**src/rtl/srt_pkg.sv**
```systemverilog
package srt_pkg;

	localparam int NAME_W = 64;
	localparam int ADDR_W = 48;
	localparam int CNT_W  = 32;
	localparam int SLOT_W = 5;
	localparam int SIZE_W = 6;

	typedef enum logic [1:0] {
		ACT_REGISTER  = 2'd0,
		ACT_UNREG_NA  = 2'd1,
		ACT_UNREG_A   = 2'd2,
		ACT_LOOKUP    = 2'd3
	} action_t;

	typedef enum logic [1:0] {
		ST_OK      = 2'd0,
		ST_FULL    = 2'd1,
		ST_NOMATCH = 2'd2
	} status_t;

	typedef struct packed {
		logic [1:0]        action;
		logic [NAME_W-1:0] service_name;
		logic [ADDR_W-1:0] server_address;
	} req_t;

	typedef struct packed {
		logic [1:0]        status;
		logic [SLOT_W-1:0] slot_index;
		logic [ADDR_W-1:0] entry_address;
		logic [CNT_W-1:0]  change_count;
		logic              last;
	} rsp_t;

	// Compare bytes from the top; stop at the first zero byte both share.
	function automatic logic names_match(input logic [NAME_W-1:0] a,
			input logic [NAME_W-1:0] b, input int nbytes);
		logic done;
		logic res;
		done = 1'b0;
		res  = 1'b1;
		for (int i = 0; i < 8; i++) begin
			if (!done && i < nbytes) begin
				if (a[56-8*i +: 8] != b[56-8*i +: 8]) begin
					res  = 1'b0;
					done = 1'b1;
				end else if (a[56-8*i +: 8] == 8'd0) begin
					done = 1'b1;
				end
			end
		end
		return res;
	endfunction

endpackage

```
**src/rtl/srt_front.sv**
```systemverilog
// Input side: take a command word and push it to the queue.
module srt_front import srt_pkg::*; #(
	parameter int QDEPTH = 2
) (
	input  logic clk,
	input  logic arst_n,
	input  logic start,
	input  req_t req,
	input  logic pop,
	output logic busy,
	output logic q_valid,
	output req_t q_head
);
	localparam int QW = $clog2(QDEPTH);
	req_t          mem_q [QDEPTH];
	logic [QW-1:0] wp_q, rp_q;
	logic [QW:0]   cnt_q;
	logic          push;

	assign busy    = (cnt_q == (QW+1)'(QDEPTH));
	assign push    = start && !busy;
	assign q_valid = (cnt_q != '0);
	assign q_head  = mem_q[rp_q];

	always_ff @(posedge clk) begin
		if (push) mem_q[wp_q] <= req;
	end

	always_ff @(posedge clk or negedge arst_n) begin
		if (!arst_n) begin
			wp_q <= '0; rp_q <= '0; cnt_q <= '0;
		end else begin
			if (push) wp_q <= (wp_q == QW'(QDEPTH-1)) ? '0 : wp_q + 1'b1;
			if (pop)  rp_q <= (rp_q == QW'(QDEPTH-1)) ? '0 : rp_q + 1'b1;
			cnt_q <= cnt_q + (QW+1)'(push) - (QW+1)'(pop);
		end
	end
endmodule

```
**config.mk**
```make
export PLATFORM = sky130hd
export DESIGN_NAME = srt_front
export DESIGN_NICKNAME = d
export VERILOG_FILES = /design/src/rtl/srt_pkg.sv /design/src/rtl/srt_front.sv
export SDC_FILE = /design/constraint.sdc
export NUM_CORES = 1
export LEC_CHECK = 0
export BUFFER_PORTS_ARGS = -buffer_cell sky130_fd_sc_hd__buf_2
export CORE_ASPECT_RATIO = 0.75
export CORE_MARGIN = 8
export CORE_UTILIZATION = 53
export DETAILED_ROUTE_END_ITERATION = 10
export PLACE_DENSITY = 0.91
export SLEW_MARGIN = 10
export SYNTH_ARGS = -nofsm -noshare
export SYNTH_HDL_FRONTEND = slang
export SYNTH_SLANG_ARGS = --single-unit
export TNS_END_PERCENT = 50
```
**constraint.sdc**
```tcl
create_clock -name clk -period 13 [get_ports clk]
set_input_delay 1.95 -clock clk [delete_from_list [all_inputs] [get_ports clk]]
set_output_delay 1.95 -clock clk [all_outputs]
set_load 0.05 [all_outputs]
```
== Word-level counts from Yosys, hierarchy flattened ==
Memories as Yosys holds them, arrays and structs flattened.
Index checks and enable logic that the tools add are counted.
Storage, ports and cells
  memories: 1
  bits in writable memories: 228
  input port bits: 118
  register bits after elaboration: 4
  output and inout bits: 116
Operators by class
  multiplexer cells: 4
  add/sub/neg operators: 4
  reductions and logical operators: 3
  equality and inequality tests: 1
Memory list
  mem_q: words 2, width 114, read ports 1, clocked after memory_dff 0, write ports 1, RTL line srt_front.sv:15  | req_t mem_q [QDEPTH];
Operator list (count)
  2-to-1 mux 1 bit: 4
  adder 1 bit (second input constant): 2
  adder 2 x 1 -> 2 bit: 1
  == test 2 bit (second input constant): 1
  nonzero test 2 bit: 1
  subtractor 2 x 1 -> 2 bit: 1
  logical AND 1 bit: 1
  zero test 1 bit: 1

== Longest topological paths before layout ==
  depth after elaboration: 5
  gate-level depth with buffers: 7
  gate-level depth less buffers: 7

== Least setup slack after synthesis ==
OpenSTA, ideal clock, no wires.
  kind: input to register
  start: input start
  end: memory mem_q[0][0] (netlist bit) (enable)
  data arrival time: 6.784 ns
  setup slack: 5.628 ns
  stages on the path: 2
  data required time: 12.412 ns
  path through: nand2_1 nor2_1
Between the ends
  cells in the longest elaborated chain, start to end: 3
RTL lines
  start, declared: RTL line srt_front.sv:7  | input logic start,
  logical AND 1 bit: RTL line srt_front.sv:21  | assign push = start && !busy;
  2-to-1 mux 1 bit: RTL line srt_front.sv:26  | if (push) mem_q[wp_q] <= req;
  2-to-1 mux 1 bit (not written as such): RTL line srt_front.sv:26
  end, declared: RTL line srt_front.sv:15
Every way passes these cells.

==> flow_metrics.tcl <==
set metrics [dict create \
    cts_tree "built" \
    insertion_delay_ns 0.49 \
    ys_seq_area_frac 0.806 \
    fin_crit_ns 4.91 \
    clkSinkCount 232 \
    power_density_nw_per_um2 271 \
    max_freq_mhz 204 \
    wire_per_inst_um 20.1 \
    rsz0062_at_grt "false" \
    dp_hpwl_mm 12.0 \
    grt_pass1_vias 4752 \
    setup_viol 0 \
    yosys_warnings 0 \
    busiest_layer "met2" \
    avgSynthCellArea_sq_um 23.2 \
    placed_cells 806 \
    synth_top_cell_by_area "edfxtp_1" \
    mostFrequentLayoutCell "buf_2" \
    cts-resized-gates 0 \
    slew_headroom 0.375 \
    period_share 0.378 \
    min_path_type "reg2reg" \
    initial_utilization 0.540 \
    yosysTopAreaCellShare 0.794 \
    io_buffers 233 \
    finalHoldViolCount 0 \
    max-clock-path-buffers 3 \
    ioPinCount 234 \
    synthDistinctLibCells 15 \
    dieArea_sq_um 20600 \
    fin_ws_ns 8.09 \
    cts_made_buffers 23 \
    tns_ns 0 \
    grt_max_degree 69 \
    synthCells 372 \
    dr.pass1.iters 5 \
    die_w_um 163 \
    cts.clk_slew.worst_paths_ns 0.06 \
    synth_nets 492 \
    cts_root_buf "clkbuf_16" \
    vias 4343 \
    place_ws_ns 8.53 \
    grtUsageTotal 0.156 \
    use_met2 0.265 \
    p_leak_nw 4.15 \
    grt_pass1_wl_mm 25.2 \
    rows 40 \
    cts.hold.buffers_added 0 \
    antenna_found_initial 2 \
    crit_required_ns 11.05 \
    drc_errors 0 \
    place_congestion 0.715 \
    maxSlewViolCount 0 \
    die-height_um 126 \
    peakVddDrop_mv 0.151 \
    drv_cap 0 \
    syn2layout_area_growth_pct 23.7 \
    final_cell_mix "buf_2, edfxtp_1, mux2_2" \
    worstSetupStartpointType "register" \
    met3_usage 0.0540 \
    end_kind "primary output" \
    via_per_inst 5.13 \
    layout.nets 741 \
    postCtsSetupRepairBufs 0 \
    wirelength_mm 17.0 \
    crit_type "reg2out" \
    drt_first_iter_violations 231 \
    cp_max_fo 63 \
    grt_use_met1 0.186 \
    skew_ns 0.0106 \
    h-tree-depth 1 \
    status "completed" \
    cp.arrival_ns 2.96 \
    worst_pin_slew_ns 0.937 \
    core_region_area_sq_um 16000 \
    synth_seq_cells 232 \
    layout-drive-gt1-share 0.604 \
    antenna_cells 0 \
    finalPower_mw 2.89 \
    grt_overflow 0 \
    synth_area_leaders "edfxtp_1, mux2_4, mux2_2, dfrtp_1, buf_6" \
    netlist_area_sq_um 8620 \
    ant_nets 0 \
    finalNonFillerCells 847 \
]
[critical path, stage by stage, from the launching register on]
cell and delay (ns):
dfrtp_4 0.95, buf_4 0.86, mux2_2 0.41, buf_2 0.21
[synth_stat cells]
cell type / n
nand2b_1: 1
nand2_1: 1
buf_2: 6
inv_1: 2
xnor2_1: 3
or2_2: 1
mux2_4: 50
nor2_1: 1
xor2_1: 1
mux2_2: 64
and3_1: 1
buf_6: 7
edfxtp_1: 228
dfrtp_1: 4
ha_1: 2
[cell families (layout without fill, tap and decap cells)]
group	Yosys count	in the layout	share of synthesized area
fa+ha+maj	2	2	0.00290
buf+inv	15	280	0.0135
xor+xnor	4	4	0.00406
flops	232	232	0.806
mux	114	114	0.171
simple gates	5	5	0.00305
[sequential cells by signal, summed over array words and instances, names as in the netlist]
name,count
cnt_q,2
mem_q,228
wp_q,1
rp_q,1
[where the power goes]
group	leakage, nW	internal [mW]	switching [mW]
sequential	2.16	1.02	0.0786
combinational	1.65	0.349	0.853
clock	0.332	0.339	0.249
[final timing paths]
path / from / end / slack [ns] / cells past startpoint
hold / removal: cnt_q[1]$_DFF_PN0_ / cnt_q[1]$_DFF_PN0_ / 0.52 / 1
max in group asynchronous: arst_n / rp_q$_DFFE_PN0P_ / 11.60 / 1
setup / recovery: rp_q$_DFFE_PN0P_ / q_head[109] / 8.09 / 3
hold reg to reg: cnt_q[1]$_DFF_PN0_ / cnt_q[1]$_DFF_PN0_ / 0.52 / 1
setup reg to reg: cnt_q[0]$_DFF_PN0_ / mem_q[0][90]$_DFFE_PP_ / 10.41 / 5
min in group asynchronous: arst_n / cnt_q[0]$_DFF_PN0_ / 1.26 / 1
[routing by layer]
| layer | routed length (um) | vias up |
|---|---|---|
| met5 | 23 | - |
| met4 | 330 | 4 |
| met3 | 1600 | 29 |
| met2 | 8290 | 203 |
| met1 | 6800 | 2128 |
| li1 | - | 1979 |
[layout make-up]
class	instances	area, sq um
Multi-Input combinational cell	125	1570
Sequential cell	232	6950
Inverter	2	7.51
Fill cell	1047	5300
Clock buffer	34	637
Tap cell	210	263
Timing Repair Buffer	237	1200
Clock inverter	7	40.0
[through the flow]
stage / hold WS (ns) / cell area, sq um / util
floorplan: 0.460 / 8620 / -
global placement: 0.480 / 9990 / 0.626
detailed placement: 0.508 / 9990 / 0.626
CTS: 0.519 / 10700 / 0.668
global route: 0.530 / 10700 / 0.668
finish: 0.521 / 10700 / 0.668
No activity file was read; power rests on OpenSTA's default activity.
